==> config.mk <==
export PLATFORM = sky130hd
export DESIGN_NAME = gyro_bias_calibrator_core
export DESIGN_NICKNAME = d
export VERILOG_FILES = /design/src/rtl/gbc_pkg.sv /design/src/rtl/gbc_div.sv /design/src/rtl/gbc_dp.sv /design/src/rtl/gbc_ctrl.sv /design/src/rtl/gyro_bias_calibrator_core.sv
export SDC_FILE = /design/constraint.sdc
export NUM_CORES = 2
export LEC_CHECK = 0
export BUFFER_PORTS_ARGS = -buffer_cell sky130_fd_sc_hd__buf_4
export CORE_ASPECT_RATIO = 1.5
export CORE_UTILIZATION = 58
export DETAILED_ROUTE_END_ITERATION = 16
export GPL_ROUTABILITY_DRIVEN = 1
export PLACE_DENSITY = 0.86
export SKIP_CTS_REPAIR_TIMING = 1
export SLEW_MARGIN = 20
export SYNTH_ARGS = -nofsm -noshare
export SYNTH_HDL_FRONTEND = slang
export SYNTH_HIERARCHICAL = 1
export SYNTH_SLANG_ARGS = --single-unit
==> constraint.sdc <==
create_clock -name clock -period 21.4 [get_ports clock]
set_clock_uncertainty 0.05 [all_clocks]
set_input_delay 2.14 -clock clock [delete_from_list [all_inputs] [get_ports clock]]
set_output_delay 2.14 -clock clock [all_outputs]
set_load 0.02 [all_outputs]
==> src/rtl/gbc_pkg.sv <==
// gbc_pkg: shared types and fixed constants of the gyro bias calibrator.
// No dependencies; every other file refers to it by scoped names.
package gbc_pkg;

   // fixed widths
   localparam int SUM_WIDTH       = 32;
   localparam int DIVIDEND_WIDTH  = SUM_WIDTH + 1;
   localparam int BIAS_WIDTH      = 16;
   localparam int REQ_WIDTH       = 16;
   localparam int ACC_TOL_WIDTH   = 15;
   localparam int GYRO_TOL_WIDTH  = 15;
   localparam int TOL_OP_WIDTH    = 16;
   localparam int TOL_SQ_WIDTH    = 2 * TOL_OP_WIDTH;
   localparam int CSR_INDEX_WIDTH = 2;
   localparam int CSR_DATA_WIDTH  = 16;

   // register reset values
   localparam logic [REQ_WIDTH-1:0]      REQUIRED_RESET  = 16'd1000;
   localparam logic [ACC_TOL_WIDTH-1:0]  ACC_TOL_RESET   = 15'd410;
   localparam logic [GYRO_TOL_WIDTH-1:0] GYRO_TOL_RESET  = 15'd100;

   localparam logic signed [BIAS_WIDTH-1:0] BIAS_MAX = 16'sh7FFF;
   localparam logic signed [BIAS_WIDTH-1:0] BIAS_MIN = 16'sh8000;

   typedef enum logic [CSR_INDEX_WIDTH-1:0] {
      CSR_REQUIRED_SAMPLES = 2'd0,
      CSR_ACCEL_TOLERANCE  = 2'd1,
      CSR_GYRO_TOLERANCE   = 2'd2
   } csr_index_type;

   typedef enum logic [1:0] {
      AXIS_X = 2'd0,
      AXIS_Y = 2'd1,
      AXIS_Z = 2'd2
   } axis_type;

   typedef enum logic [2:0] {
      ST_IDLE,
      ST_SQ0,
      ST_SQ1,
      ST_SQ2,
      ST_EVAL,
      ST_DIV_START,
      ST_DIV_WAIT,
      ST_RESULT
   } state_type;

   // controller -> datapath
   typedef struct packed {
      logic     in_load;
      logic     sq_en;
      axis_type sq_axis;
      logic     eval;
      logic     div_start;
      axis_type div_axis;
      logic     bias_load;
      logic     set_cal;
      logic     out_load;
   } dp_cmd_type;

   // datapath -> controller
   typedef struct packed {
      logic complete;
      logic div_done;
   } dp_status_type;

endpackage

==> src/rtl/gbc_div.sv <==
// gbc_div: restoring unsigned divider, one quotient bit per cycle.
// Uses gbc_pkg for the dividend width.
module gbc_div #(
   parameter int DIVISOR_WIDTH = 16
) (
   input  logic                                 clock,
   input  logic                                 reset,
   input  logic                                 start,
   input  logic [gbc_pkg::DIVIDEND_WIDTH-1:0]   dividend,
   input  logic [DIVISOR_WIDTH-1:0]             divisor,
   output logic                                 done,
   output logic [gbc_pkg::DIVIDEND_WIDTH-1:0]   quotient
);

   localparam int DW   = gbc_pkg::DIVIDEND_WIDTH;
   localparam int CNTW = $clog2(DW + 1);

   logic [DW-1:0]            quo_ff, quo_in;
   logic [DIVISOR_WIDTH-1:0] rem_ff, rem_in;
   logic [CNTW-1:0]          cnt_ff, cnt_in;
   logic                     busy_ff, busy_in;
   logic                     done_ff, done_in;

   logic [DIVISOR_WIDTH:0]   rem_shift;
   logic [DIVISOR_WIDTH:0]   rem_sub;
   logic                     ge;

   assign rem_shift = {rem_ff, quo_ff[DW-1]};
   assign rem_sub   = rem_shift - {1'b0, divisor};
   assign ge        = rem_shift >= {1'b0, divisor};

   always_comb begin
      quo_in  = quo_ff;
      rem_in  = rem_ff;
      cnt_in  = cnt_ff;
      busy_in = busy_ff;
      done_in = 1'b0;
      if (start) begin
         quo_in  = dividend;
         rem_in  = '0;
         cnt_in  = CNTW'(DW);
         busy_in = 1'b1;
      end else if (busy_ff) begin
         // remainder stays below the divisor, so the low bits suffice
         rem_in = ge ? rem_sub[DIVISOR_WIDTH-1:0] : rem_shift[DIVISOR_WIDTH-1:0];
         quo_in = {quo_ff[DW-2:0], ge};
         cnt_in = cnt_ff - CNTW'(1);
         if (cnt_ff == CNTW'(1)) begin
            busy_in = 1'b0;
            done_in = 1'b1;
         end
      end
   end

   always_ff @(posedge clock) begin
      if (reset) begin
         cnt_ff  <= '0;
         busy_ff <= 1'b0;
         done_ff <= 1'b0;
      end else begin
         cnt_ff  <= cnt_in;
         busy_ff <= busy_in;
         done_ff <= done_in;
      end
   end

   always_ff @(posedge clock) begin
      quo_ff <= quo_in;
      rem_ff <= rem_in;
   end

   assign done     = done_ff;
   assign quotient = quo_ff;

endmodule

==> src/rtl/gbc_dp.sv <==
// gbc_dp: datapath - sample registers, squaring units, sums, count, bias and result register.
// Uses gbc_pkg and instantiates gbc_div.
module gbc_dp #(
   parameter int ACCEL_ONE_G  = 4096,
   parameter int SAMPLE_WIDTH = 16,
   parameter int COUNT_WIDTH  = 16
) (
   input  logic                                   clock,
   input  logic                                   reset,
   input  gbc_pkg::dp_cmd_type                    cmd,
   output gbc_pkg::dp_status_type                 status,
   input  logic [gbc_pkg::REQ_WIDTH-1:0]          required_samples,
   input  logic [gbc_pkg::ACC_TOL_WIDTH-1:0]      accel_tolerance,
   input  logic [gbc_pkg::GYRO_TOL_WIDTH-1:0]     gyro_tolerance,
   input  logic                                   in_command,
   input  logic                                   in_sample_valid,
   input  logic signed [SAMPLE_WIDTH-1:0]         in_accel_x,
   input  logic signed [SAMPLE_WIDTH-1:0]         in_accel_y,
   input  logic signed [SAMPLE_WIDTH-1:0]         in_accel_z,
   input  logic signed [SAMPLE_WIDTH-1:0]         in_rate_x,
   input  logic signed [SAMPLE_WIDTH-1:0]         in_rate_y,
   input  logic signed [SAMPLE_WIDTH-1:0]         in_rate_z,
   output logic                                   out_accepted,
   output logic                                   out_is_stationary,
   output logic                                   out_done_res,
   output logic [COUNT_WIDTH-1:0]                 out_samples_taken,
   output logic signed [SAMPLE_WIDTH-1:0]         out_corrected_x,
   output logic signed [SAMPLE_WIDTH-1:0]         out_corrected_y,
   output logic signed [SAMPLE_WIDTH-1:0]         out_corrected_z,
   output logic signed [gbc_pkg::BIAS_WIDTH-1:0]  out_offset_x,
   output logic signed [gbc_pkg::BIAS_WIDTH-1:0]  out_offset_y,
   output logic signed [gbc_pkg::BIAS_WIDTH-1:0]  out_offset_z
);

   localparam int SW    = SAMPLE_WIDTH;
   localparam int SQW   = 2 * SAMPLE_WIDTH;
   localparam int TSQW  = gbc_pkg::TOL_SQ_WIDTH;
   localparam int CMPW  = (SQW > TSQW) ? SQW : TSQW;
   localparam int BW    = gbc_pkg::BIAS_WIDTH;
   localparam int DIFW  = ((SW > BW) ? SW : BW) + 1;
   localparam int SUMW  = gbc_pkg::SUM_WIDTH;
   localparam int DW    = gbc_pkg::DIVIDEND_WIDTH;
   localparam int TOPW  = gbc_pkg::TOL_OP_WIDTH;

   localparam logic [TOPW-1:0]        ONE_G       = TOPW'(ACCEL_ONE_G);
   localparam logic [DW-1:0]          Q_POS_LIMIT = DW'(2 ** (BW - 1) - 1);
   localparam logic [DW-1:0]          Q_NEG_LIMIT = DW'(2 ** (BW - 1));
   localparam logic signed [SW-1:0]   SAT_MAX     = {1'b0, {(SW - 1){1'b1}}};
   localparam logic signed [SW-1:0]   SAT_MIN     = {1'b1, {(SW - 1){1'b0}}};

   function automatic logic [SW-1:0] mag_f(input logic signed [SW-1:0] v);
      logic [SW-1:0] u;
      u = v;
      return u[SW-1] ? (~u + SW'(1)) : u;
   endfunction

   function automatic logic signed [SW-1:0] sat_sub(input logic signed [SW-1:0] r,
                                                    input logic signed [BW-1:0] b);
      logic signed [DIFW-1:0] d;
      logic [DIFW-SW:0]       top;
      d   = DIFW'(r) - DIFW'(b);
      top = d[DIFW-1:SW-1];
      if ((&top) || !(|top)) begin
         return d[SW-1:0];
      end else if (d[DIFW-1]) begin
         return SAT_MIN;
      end else begin
         return SAT_MAX;
      end
   endfunction

   // sample registers
   logic                 cmd_ff, valid_ff;
   logic signed [SW-1:0] ax_ff, ay_ff, az_ff, rx_ff, ry_ff, rz_ff;

   always_ff @(posedge clock) begin
      if (cmd.in_load) begin
         cmd_ff   <= in_command;
         valid_ff <= in_sample_valid;
         ax_ff    <= in_accel_x;
         ay_ff    <= in_accel_y;
         az_ff    <= in_accel_z;
         rx_ff    <= in_rate_x;
         ry_ff    <= in_rate_y;
         rz_ff    <= in_rate_z;
      end
   end

   // squaring steps: one axis per cycle plus one tolerance bound
   logic signed [SW-1:0] acc_sel, rate_sel;
   logic [TOPW-1:0]      tol_op;
   logic [TOPW-1:0]      acc_tol_op;
   logic [SW-1:0]        acc_mag, rate_mag;
   logic [SQW-1:0]       acc_sq, rate_sq;
   logic [TSQW-1:0]      tol_sq;

   assign acc_tol_op = TOPW'(accel_tolerance);

   always_comb begin
      unique case (cmd.sq_axis)
         gbc_pkg::AXIS_X: begin
            acc_sel  = ax_ff;
            rate_sel = rx_ff;
            tol_op   = ONE_G + acc_tol_op;
         end
         gbc_pkg::AXIS_Y: begin
            acc_sel  = ay_ff;
            rate_sel = ry_ff;
            tol_op   = ONE_G - acc_tol_op;     // only used when one g exceeds the band
         end
         default: begin
            acc_sel  = az_ff;
            rate_sel = rz_ff;
            tol_op   = TOPW'(gyro_tolerance);
         end
      endcase
   end

   assign acc_mag  = mag_f(acc_sel);
   assign rate_mag = mag_f(rate_sel);
   assign acc_sq   = SQW'(acc_mag) * SQW'(acc_mag);
   assign rate_sq  = SQW'(rate_mag) * SQW'(rate_mag);
   assign tol_sq   = TSQW'(tol_op) * TSQW'(tol_op);

   logic [SQW-1:0]  a2_ff, g2_ff;
   logic [TSQW-1:0] up_ff, lo_ff, tg2_ff;
   logic            first_step;

   assign first_step = cmd.sq_axis == gbc_pkg::AXIS_X;

   always_ff @(posedge clock) begin
      if (cmd.sq_en) begin
         a2_ff <= (first_step ? '0 : a2_ff) + acc_sq;
         g2_ff <= (first_step ? '0 : g2_ff) + rate_sq;
         unique case (cmd.sq_axis)
            gbc_pkg::AXIS_X: up_ff  <= tol_sq;
            gbc_pkg::AXIS_Y: lo_ff  <= tol_sq;
            default:         tg2_ff <= tol_sq;
         endcase
      end
   end

   // stationarity test
   logic low_ok, stat_raw, stat_now, take;
   logic [COUNT_WIDTH-1:0] count_ff, count_inc;

   assign low_ok   = (ONE_G <= acc_tol_op) || (CMPW'(a2_ff) >= CMPW'(lo_ff));
   assign stat_raw = valid_ff && low_ok && (CMPW'(a2_ff) <= CMPW'(up_ff))
                     && (CMPW'(g2_ff) <= CMPW'(tg2_ff));
   assign stat_now = !cmd_ff && stat_raw;

   logic [SUMW-1:0]      sum_x_ff, sum_y_ff, sum_z_ff;
   logic signed [BW-1:0] bias_x_ff, bias_y_ff, bias_z_ff;
   logic                 cal_ff;
   logic                 acc_ff, stat_ff;

   assign count_inc       = count_ff + COUNT_WIDTH'(1);
   assign take            = stat_now && !cal_ff;
   assign status.complete = take && (gbc_pkg::REQ_WIDTH'(count_inc) >= required_samples);

   // rounded division of the selected sum
   logic [SUMW-1:0]        sum_sel, sum_mag;
   logic                   sum_neg;
   logic [COUNT_WIDTH-1:0] divisor;
   logic [DW-1:0]          dividend, quotient;
   logic                   div_done;
   logic signed [BW-1:0]   bias_res;

   always_comb begin
      unique case (cmd.div_axis)
         gbc_pkg::AXIS_X: sum_sel = sum_x_ff;
         gbc_pkg::AXIS_Y: sum_sel = sum_y_ff;
         default:         sum_sel = sum_z_ff;
      endcase
   end

   assign sum_neg  = sum_sel[SUMW-1];
   assign sum_mag  = sum_neg ? (~sum_sel + SUMW'(1)) : sum_sel;
   // a wrapped count of zero divides by one
   assign divisor  = (count_ff == '0) ? COUNT_WIDTH'(1) : count_ff;
   assign dividend = DW'(sum_mag) + DW'(divisor >> 1);

   gbc_div #(
      .DIVISOR_WIDTH(COUNT_WIDTH)
   ) u_div (
      .clock   (clock),
      .reset   (reset),
      .start   (cmd.div_start),
      .dividend(dividend),
      .divisor (divisor),
      .done    (div_done),
      .quotient(quotient)
   );

   assign status.div_done = div_done;

   always_comb begin
      if (!sum_neg) begin
         bias_res = (quotient > Q_POS_LIMIT) ? gbc_pkg::BIAS_MAX : quotient[BW-1:0];
      end else begin
         bias_res = (quotient > Q_NEG_LIMIT) ? gbc_pkg::BIAS_MIN
                                             : BW'(BW'(0) - quotient[BW-1:0]);
      end
   end

   // calibration state
   always_ff @(posedge clock) begin
      if (reset) begin
         sum_x_ff  <= '0;
         sum_y_ff  <= '0;
         sum_z_ff  <= '0;
         count_ff  <= '0;
         bias_x_ff <= '0;
         bias_y_ff <= '0;
         bias_z_ff <= '0;
         cal_ff    <= 1'b0;
      end else begin
         if (cmd.eval) begin
            if (cmd_ff) begin
               sum_x_ff  <= '0;
               sum_y_ff  <= '0;
               sum_z_ff  <= '0;
               count_ff  <= '0;
               bias_x_ff <= '0;
               bias_y_ff <= '0;
               bias_z_ff <= '0;
               cal_ff    <= 1'b0;
            end else if (take) begin
               sum_x_ff <= sum_x_ff + SUMW'(rx_ff);
               sum_y_ff <= sum_y_ff + SUMW'(ry_ff);
               sum_z_ff <= sum_z_ff + SUMW'(rz_ff);
               count_ff <= count_inc;
            end
         end
         if (cmd.bias_load) begin
            unique case (cmd.div_axis)
               gbc_pkg::AXIS_X: bias_x_ff <= bias_res;
               gbc_pkg::AXIS_Y: bias_y_ff <= bias_res;
               default:         bias_z_ff <= bias_res;
            endcase
         end
         if (cmd.set_cal) begin
            cal_ff <= 1'b1;
         end
      end
   end

   always_ff @(posedge clock) begin
      if (cmd.eval) begin
         acc_ff  <= !cmd_ff && (cal_ff || stat_raw);
         stat_ff <= stat_now;
      end
   end

   // result register
   logic                 o_acc_ff, o_stat_ff, o_done_ff;
   logic [COUNT_WIDTH-1:0] o_count_ff;
   logic signed [SW-1:0] o_cx_ff, o_cy_ff, o_cz_ff;
   logic signed [BW-1:0] o_bx_ff, o_by_ff, o_bz_ff;

   always_ff @(posedge clock) begin
      if (cmd.out_load) begin
         o_acc_ff   <= acc_ff;
         o_stat_ff  <= stat_ff;
         o_done_ff  <= cal_ff;
         o_count_ff <= count_ff;
         o_cx_ff    <= cal_ff ? sat_sub(rx_ff, bias_x_ff) : rx_ff;
         o_cy_ff    <= cal_ff ? sat_sub(ry_ff, bias_y_ff) : ry_ff;
         o_cz_ff    <= cal_ff ? sat_sub(rz_ff, bias_z_ff) : rz_ff;
         o_bx_ff    <= cal_ff ? bias_x_ff : '0;
         o_by_ff    <= cal_ff ? bias_y_ff : '0;
         o_bz_ff    <= cal_ff ? bias_z_ff : '0;
      end
   end

   assign out_accepted      = o_acc_ff;
   assign out_is_stationary = o_stat_ff;
   assign out_done_res      = o_done_ff;
   assign out_samples_taken = o_count_ff;
   assign out_corrected_x   = o_cx_ff;
   assign out_corrected_y   = o_cy_ff;
   assign out_corrected_z   = o_cz_ff;
   assign out_offset_x      = o_bx_ff;
   assign out_offset_y      = o_by_ff;
   assign out_offset_z      = o_bz_ff;

endmodule

==> src/rtl/gbc_ctrl.sv <==
// gbc_ctrl: sequencing state machine and result-valid flag.
// Uses gbc_pkg for the state, axis, command and status types.
module gbc_ctrl (
   input  logic                   clock,
   input  logic                   reset,
   input  logic                   req_valid,
   output logic                   req_stall,
   output logic                   rsp_valid,
   input  logic                   rsp_stall,
   input  gbc_pkg::dp_status_type status,
   output gbc_pkg::dp_cmd_type    cmd
);

   gbc_pkg::state_type state_ff, state_in;
   gbc_pkg::axis_type  axis_ff, axis_in;
   logic               rsp_valid_ff, rsp_valid_in;
   logic               out_free, accept;

   assign out_free  = !rsp_valid_ff || !rsp_stall;
   assign req_stall = !((state_ff == gbc_pkg::ST_IDLE)
                        || ((state_ff == gbc_pkg::ST_RESULT) && out_free));
   assign accept    = req_valid && !req_stall;

   // next state
   always_comb begin
      state_in = state_ff;
      axis_in  = axis_ff;
      unique case (state_ff)
         gbc_pkg::ST_IDLE: begin
            if (accept) state_in = gbc_pkg::ST_SQ0;
         end
         gbc_pkg::ST_SQ0: state_in = gbc_pkg::ST_SQ1;
         gbc_pkg::ST_SQ1: state_in = gbc_pkg::ST_SQ2;
         gbc_pkg::ST_SQ2: state_in = gbc_pkg::ST_EVAL;
         gbc_pkg::ST_EVAL: begin
            axis_in  = gbc_pkg::AXIS_X;
            state_in = status.complete ? gbc_pkg::ST_DIV_START : gbc_pkg::ST_RESULT;
         end
         gbc_pkg::ST_DIV_START: state_in = gbc_pkg::ST_DIV_WAIT;
         gbc_pkg::ST_DIV_WAIT: begin
            if (status.div_done) begin
               unique case (axis_ff)
                  gbc_pkg::AXIS_X: begin
                     axis_in  = gbc_pkg::AXIS_Y;
                     state_in = gbc_pkg::ST_DIV_START;
                  end
                  gbc_pkg::AXIS_Y: begin
                     axis_in  = gbc_pkg::AXIS_Z;
                     state_in = gbc_pkg::ST_DIV_START;
                  end
                  default: state_in = gbc_pkg::ST_RESULT;
               endcase
            end
         end
         gbc_pkg::ST_RESULT: begin
            if (out_free) state_in = accept ? gbc_pkg::ST_SQ0 : gbc_pkg::ST_IDLE;
         end
         default: state_in = gbc_pkg::ST_IDLE;
      endcase
   end

   // commands
   always_comb begin
      cmd          = '0;
      cmd.in_load  = accept;
      cmd.div_axis = axis_ff;
      unique case (state_ff)
         gbc_pkg::ST_SQ0: begin
            cmd.sq_en   = 1'b1;
            cmd.sq_axis = gbc_pkg::AXIS_X;
         end
         gbc_pkg::ST_SQ1: begin
            cmd.sq_en   = 1'b1;
            cmd.sq_axis = gbc_pkg::AXIS_Y;
         end
         gbc_pkg::ST_SQ2: begin
            cmd.sq_en   = 1'b1;
            cmd.sq_axis = gbc_pkg::AXIS_Z;
         end
         gbc_pkg::ST_EVAL:      cmd.eval      = 1'b1;
         gbc_pkg::ST_DIV_START: cmd.div_start = 1'b1;
         gbc_pkg::ST_DIV_WAIT: begin
            cmd.bias_load = status.div_done;
            cmd.set_cal   = status.div_done && (axis_ff == gbc_pkg::AXIS_Z);
         end
         gbc_pkg::ST_RESULT:    cmd.out_load  = out_free;
         default: ;
      endcase
   end

   always_comb begin
      if (cmd.out_load) begin
         rsp_valid_in = 1'b1;
      end else begin
         rsp_valid_in = rsp_valid_ff && rsp_stall;
      end
   end

   always_ff @(posedge clock) begin
      if (reset) begin
         state_ff     <= gbc_pkg::ST_IDLE;
         axis_ff      <= gbc_pkg::AXIS_X;
         rsp_valid_ff <= 1'b0;
      end else begin
         state_ff     <= state_in;
         axis_ff      <= axis_in;
         rsp_valid_ff <= rsp_valid_in;
      end
   end

   assign rsp_valid = rsp_valid_ff;

endmodule

==> src/rtl/gyro_bias_calibrator_core.sv <==
// gyro_bias_calibrator_core: top level - configuration registers, controller and datapath.
// Uses gbc_pkg; instantiates gbc_ctrl and gbc_dp (which holds gbc_div).
//
// Gyro bias calibrator. Each req_ transaction carries one IMU sample or a restart
// command and yields exactly one rsp_ transaction. A sample normally passes through
// ST_SQ0, ST_SQ1 and ST_SQ2, in which one shared squaring step per stream (accel, gyro,
// tolerance bound) handles one axis each, ST_EVAL for the stationarity test and state
// update, and ST_RESULT, which loads the result register and in which the next sample
// is already taken. The sample that completes the calibration also runs three rounded
// divisions through one restoring divider, 33 quotient bits at one per cycle, one axis
// after the other. While a result waits on rsp_stall the block still takes the next
// sample and works it up to the result stage. Registers are written over csr_ (always
// ready): index 0 required sample count, 1 accel tolerance, 2 gyro tolerance; other
// indices are dropped. Write them only while idle.
module gyro_bias_calibrator_core #(
   parameter int ACCEL_ONE_G  = 4096,
   parameter int SAMPLE_WIDTH = 16,
   parameter int COUNT_WIDTH  = 16
) (
   input  logic                                       clock,
   input  logic                                       reset,
   // sample channel
   input  logic                                       req_valid,
   output logic                                       req_stall,
   input  logic                                       req_command,
   input  logic                                       req_sample_valid,
   input  logic signed [SAMPLE_WIDTH-1:0]             req_accel_x,
   input  logic signed [SAMPLE_WIDTH-1:0]             req_accel_y,
   input  logic signed [SAMPLE_WIDTH-1:0]             req_accel_z,
   input  logic signed [SAMPLE_WIDTH-1:0]             req_rate_x,
   input  logic signed [SAMPLE_WIDTH-1:0]             req_rate_y,
   input  logic signed [SAMPLE_WIDTH-1:0]             req_rate_z,
   // result channel
   output logic                                       rsp_valid,
   input  logic                                       rsp_stall,
   output logic                                       rsp_accepted,
   output logic                                       rsp_is_stationary,
   output logic                                       rsp_done_res,
   output logic [COUNT_WIDTH-1:0]                     rsp_samples_taken,
   output logic signed [SAMPLE_WIDTH-1:0]             rsp_corrected_x,
   output logic signed [SAMPLE_WIDTH-1:0]             rsp_corrected_y,
   output logic signed [SAMPLE_WIDTH-1:0]             rsp_corrected_z,
   output logic signed [gbc_pkg::BIAS_WIDTH-1:0]      rsp_offset_x,
   output logic signed [gbc_pkg::BIAS_WIDTH-1:0]      rsp_offset_y,
   output logic signed [gbc_pkg::BIAS_WIDTH-1:0]      rsp_offset_z,
   // register write channel
   input  logic                                       csr_valid,
   output logic                                       csr_ready,
   input  logic [gbc_pkg::CSR_INDEX_WIDTH-1:0]        csr_index,
   input  logic [gbc_pkg::CSR_DATA_WIDTH-1:0]         csr_wdata
);

   // configuration registers; upper data bits beyond a register's width are dropped
   logic [gbc_pkg::REQ_WIDTH-1:0]      req_samples_ff;
   logic [gbc_pkg::ACC_TOL_WIDTH-1:0]  accel_tol_ff;
   logic [gbc_pkg::GYRO_TOL_WIDTH-1:0] gyro_tol_ff;
   logic                               csr_write;

   assign csr_ready = 1'b1;
   assign csr_write = csr_valid && csr_ready;

   always_ff @(posedge clock) begin
      if (reset) begin
         req_samples_ff <= gbc_pkg::REQUIRED_RESET;
         accel_tol_ff   <= gbc_pkg::ACC_TOL_RESET;
         gyro_tol_ff    <= gbc_pkg::GYRO_TOL_RESET;
      end else if (csr_write) begin
         unique case (csr_index)
            gbc_pkg::CSR_REQUIRED_SAMPLES:
               req_samples_ff <= csr_wdata[gbc_pkg::REQ_WIDTH-1:0];
            gbc_pkg::CSR_ACCEL_TOLERANCE:
               accel_tol_ff <= csr_wdata[gbc_pkg::ACC_TOL_WIDTH-1:0];
            gbc_pkg::CSR_GYRO_TOLERANCE:
               gyro_tol_ff <= csr_wdata[gbc_pkg::GYRO_TOL_WIDTH-1:0];
            default: ;   // unknown index: ignored
         endcase
      end
   end

   gbc_pkg::dp_cmd_type    cmd;
   gbc_pkg::dp_status_type status;

   gbc_ctrl u_ctrl (
      .clock    (clock),
      .reset    (reset),
      .req_valid(req_valid),
      .req_stall(req_stall),
      .rsp_valid(rsp_valid),
      .rsp_stall(rsp_stall),
      .status   (status),
      .cmd      (cmd)
   );

   gbc_dp #(
      .ACCEL_ONE_G (ACCEL_ONE_G),
      .SAMPLE_WIDTH(SAMPLE_WIDTH),
      .COUNT_WIDTH (COUNT_WIDTH)
   ) u_dp (
      .clock            (clock),
      .reset            (reset),
      .cmd              (cmd),
      .status           (status),
      .required_samples (req_samples_ff),
      .accel_tolerance  (accel_tol_ff),
      .gyro_tolerance   (gyro_tol_ff),
      .in_command       (req_command),
      .in_sample_valid  (req_sample_valid),
      .in_accel_x       (req_accel_x),
      .in_accel_y       (req_accel_y),
      .in_accel_z       (req_accel_z),
      .in_rate_x        (req_rate_x),
      .in_rate_y        (req_rate_y),
      .in_rate_z        (req_rate_z),
      .out_accepted     (rsp_accepted),
      .out_is_stationary(rsp_is_stationary),
      .out_done_res     (rsp_done_res),
      .out_samples_taken(rsp_samples_taken),
      .out_corrected_x  (rsp_corrected_x),
      .out_corrected_y  (rsp_corrected_y),
      .out_corrected_z  (rsp_corrected_z),
      .out_offset_x     (rsp_offset_x),
      .out_offset_y     (rsp_offset_y),
      .out_offset_z     (rsp_offset_z)
   );

endmodule

==> impl_metrics.env <==
export IMPL_status="complete, no violations"
export IMPL_setup_slack_ns=10.17
export IMPL_gp_congestion=0.978
export IMPL_drive_gt1_frac=0.0801
export IMPL_worst_setup_path_start_kind="register"
export IMPL_final_cells=8187
export IMPL_numPortBuffers=237
export IMPL_cp_required_ns=21.78
export IMPL_finalSetupViolations=0
export IMPL_drv_cap=0
export IMPL_synthSimpleGateAreaFrac=0.130
export IMPL_via_per_inst=5.99
export IMPL_final_util=0.639
export IMPL_vias=49066
export IMPL_avgSynthCellArea_um2=9.32
export IMPL_rsz0062_at_grt="false"
export IMPL_cts_buffers=68
export IMPL_finalCriticalPeriod_ns=11.23
export IMPL_multiInputGateArea_um2=39200
export IMPL_ctsHtreeMaxLevel=3
export IMPL_overflow=0
export IMPL_holdPathStages=0
export IMPL_ys_seq_area_frac=0.276
export IMPL_cpMostUsedCell="fa_1"
export IMPL_clock_sinks=642
export IMPL_pin_count=239
export IMPL_slowest_stage="buf_4"
export IMPL_ys_warn_count=6
export IMPL_min_path_type="register to register"
export IMPL_hold_path_startpoint="u_dp/acc_ff"
export IMPL_syn_area_um2=61300
export IMPL_wl_um=176000
export IMPL_cp_max_fo=35
export IMPL_grt_max_degree=90
export IMPL_synth_edf_count=405
export IMPL_synth_xor_area_frac=0.0497
export IMPL_ant_nets=0
export IMPL_netlist_instances=6576
export IMPL_syn2layout_area_growth_pct=8.99
export IMPL_synthAdderAreaFrac=0.304
export IMPL_tns_ns=0
export IMPL_crit_type="register to register"
export IMPL_synth_top_family_by_area="adder cells"
export IMPL_fp_dieH_um=400
export IMPL_critPathMaxStageDelay_ns=0.63
export IMPL_tightest_slew_ns=1.26
export IMPL_maxSlewHeadroom=0.152
export IMPL_die_area_um2=107000
export IMPL_grt_pass1_vias=51350
export IMPL_reg2reg_depth=34
export IMPL_synth_compound_area_frac=0.120
export IMPL_dpl_worst_slack_ns=10.45
export IMPL_clkTransAtPathRegs_ns=0.07
export IMPL_hold_path_end="u_dp/out_accepted"
export IMPL_antenna_found_initial=9
export IMPL_hold_viol_final=0
export IMPL_coreArea_um2=105000
export IMPL_fill_cells=8193
export IMPL_first_iter_violations=3959
export IMPL_worst_r2r_endpoint="u_dp/g2_ff[30]"
export IMPL_crit_arrival_ns=11.62
export IMPL_synth_ff_type="edfxtp_1"
export IMPL_reg2reg_slack_ns=10.17
export IMPL_post_drt_wl_per_cell_um=21.5
export IMPL_end_kind="register"
export IMPL_ctsRootBufferMaster="clkbuf_16"
export IMPL_postSynth_asyncResetShare=0
export IMPL_slew_violations=0
export IMPL_synth_cell_type_count=102
export IMPL_core_rowCount=145
export IMPL_synth_seq_cells=642
export IMPL_seqCellArea_um2=16900
export IMPL_worstReg2RegStart="u_ctrl/state_ff[1]"
export IMPL_synthMuxAreaShare=0.0314
export IMPL_cts_tree="done"
export IMPL_grt_pass1_wl_um=271000
export IMPL_place_inst=8058
export IMPL_clock_path_buffers=3
export IMPL_timing_fmax_mhz=89.0
export IMPL_die_w_um=267
export IMPL_period_share=0.525
export IMPL_finalNetCount=7997
export IMPL_dp_hpwl_um=139000
export IMPL_drcViolationCount=0
export IMPL_grt_usage=0.331
export IMPL_start_util=0.586
export IMPL_first_pass_iters=8
export IMPL_clock_latency_ns=0.68
-- registers in the layout, indices dropped and copies added (netlist names), 31 cells and up --
signal / cells
u_dp/u_div/quotient: 33
u_dp/a2_ff: 32
u_dp/g2_ff: 32
u_dp/sum_x_ff: 32
u_dp/sum_y_ff: 32
u_dp/sum_z_ff: 32
u_dp/lo_ff: 31
u_dp/tg2_ff: 31
u_dp/up_ff: 31
-- synthesized netlist by cell type (all sizes together), types with 26 or more instances --
cell,instances,share of area
a211oi,41,0.0050
a21o,167,0.020
a21oi,387,0.032
a31oi,48,0.0051
and2,69,0.0070
and3,37,0.0038
buf,61,0.0063
clkbuf,156,0.0096
dfxtp,237,0.077
edfxtp,405,0.20
fa,559,0.18
ha,585,0.12
inv,1158,0.071
mux2,61,0.011
mux2i,120,0.020
nand2,477,0.029
nand2b,108,0.011
nand3,118,0.0097
nand4,51,0.0052
nor2,545,0.033
nor2b,41,0.0042
nor3,101,0.0084
o21a,54,0.0066
o21ai,222,0.018
o21bai,26,0.0032
or3,27,0.0030
xnor2,222,0.032
xor2,125,0.018
-- kinds of logic after synthesis --
logic type / after synthesis
mux: 181
fa+ha+maj: 1157
xor+xnor: 347
compound gates: 1163
other cells: 3
simple gates: 1687
buf+inv: 1396
flops: 642
-- critical path, delay by kind of cell, from the launching register on --
kind / cells / cell delay (ns)
adders and majority gates: 8 / 3.66
xor gates and xnor gates: 2 / 0.75
DFF: 1 / 0.55
muxes: 1 / 0.17
buffers and inverters: 6 / 1.66
AOI/OAI and AO/OA: 12 / 3.01
and+or+nand+nor: 5 / 1.14
-- through the flow --
stage / hold WS [ns] / instance area [um^2]
floorplan: 0.350 / 61400
global placement: 0.358 / 64300
detailed placement: 0.366 / 64300
CTS: 0.381 / 66800
global route: 0.381 / 66800
finish: 0.375 / 66800
-- cell type report --
class | instances | share of cell area
multi-input combinational | 4557 | 0.586
clock inverter | 40 | 0.00839
clock buffer | 86 | 0.0278
timing repair buffer | 284 | 0.0320
antenna | 3 | 0.000112
inverter | 1179 | 0.0663
sequential | 642 | 0.253
tap | 1396 | 0.0261
-- cells in the final DEF (no fill, tap or decap), types with 18 or more instances in the layout --
| master | synthesis | final |
|---|---|---|
| dfxtp_1 | 237 | 234 |
| nand3_1 | 117 | 117 |
| nor2_1 | 545 | 541 |
| o21ai_0 | 204 | 204 |
| conb_1 | 3 | 22 |
| nor4_1 | 18 | 18 |
| nand4_1 | 51 | 51 |
| nand2_1 | 477 | 476 |
| fa_1 | 559 | 559 |
| mux2_2 | 52 | 52 |
| and3_1 | 36 | 36 |
| nand3b_1 | 18 | 18 |
| a21oi_1 | 387 | 385 |
| nand2b_1 | 107 | 107 |
| a211oi_1 | 41 | 41 |
| nor2b_1 | 41 | 40 |
| ha_1 | 585 | 585 |
| clkbuf_16 | 0 | 68 |
| or3_1 | 24 | 24 |
| nor3_1 | 99 | 97 |
| o21bai_1 | 26 | 26 |
| xnor2_1 | 221 | 219 |
| inv_1 | 1154 | 1154 |
| edfxtp_1 | 405 | 405 |
| or2_2 | 19 | 19 |
| a22oi_1 | 23 | 23 |
| a31oi_1 | 47 | 46 |
| buf_4 | 8 | 283 |
| o21a_1 | 54 | 54 |
| a21o_1 | 167 | 167 |
| mux2i_1 | 113 | 113 |
| and2_1 | 69 | 67 |
| clkinv_1 | 21 | 21 |
| xor2_1 | 125 | 125 |
| o211ai_1 | 24 | 24 |
-- worst max path at each step --
stage / start / slack (ns) / to / depth (start not counted)
CTS: u_ctrl/state_ff[1] / 10.41 / u_dp/g2_ff[30] / 33
global placement: u_ctrl/state_ff[1] / 10.88 / u_dp/g2_ff[30] / 34
floorplan: u_ctrl/state_ff[0] / 12.50 / u_dp/a2_ff[30] / 40
finish: u_ctrl/state_ff[1] / 10.17 / u_dp/g2_ff[30] / 34
global route: u_ctrl/state_ff[1] / 9.61 / u_dp/g2_ff[30] / 33
detailed placement: u_ctrl/state_ff[1] / 10.45 / u_dp/g2_ff[30] / 33
-- routing by layer --
layer,part of all wire,global-route usage,up-vias
met5,0.00029,0,-
met4,0.093,0.277,8
met3,0.077,0.0618,826
met2,0.49,0.575,2289
met1,0.33,0.345,23811
li1,-,-,22132
Power is not shown: default switching activity piles up to over one toggle a cycle in this logic, so the estimate is an artifact.
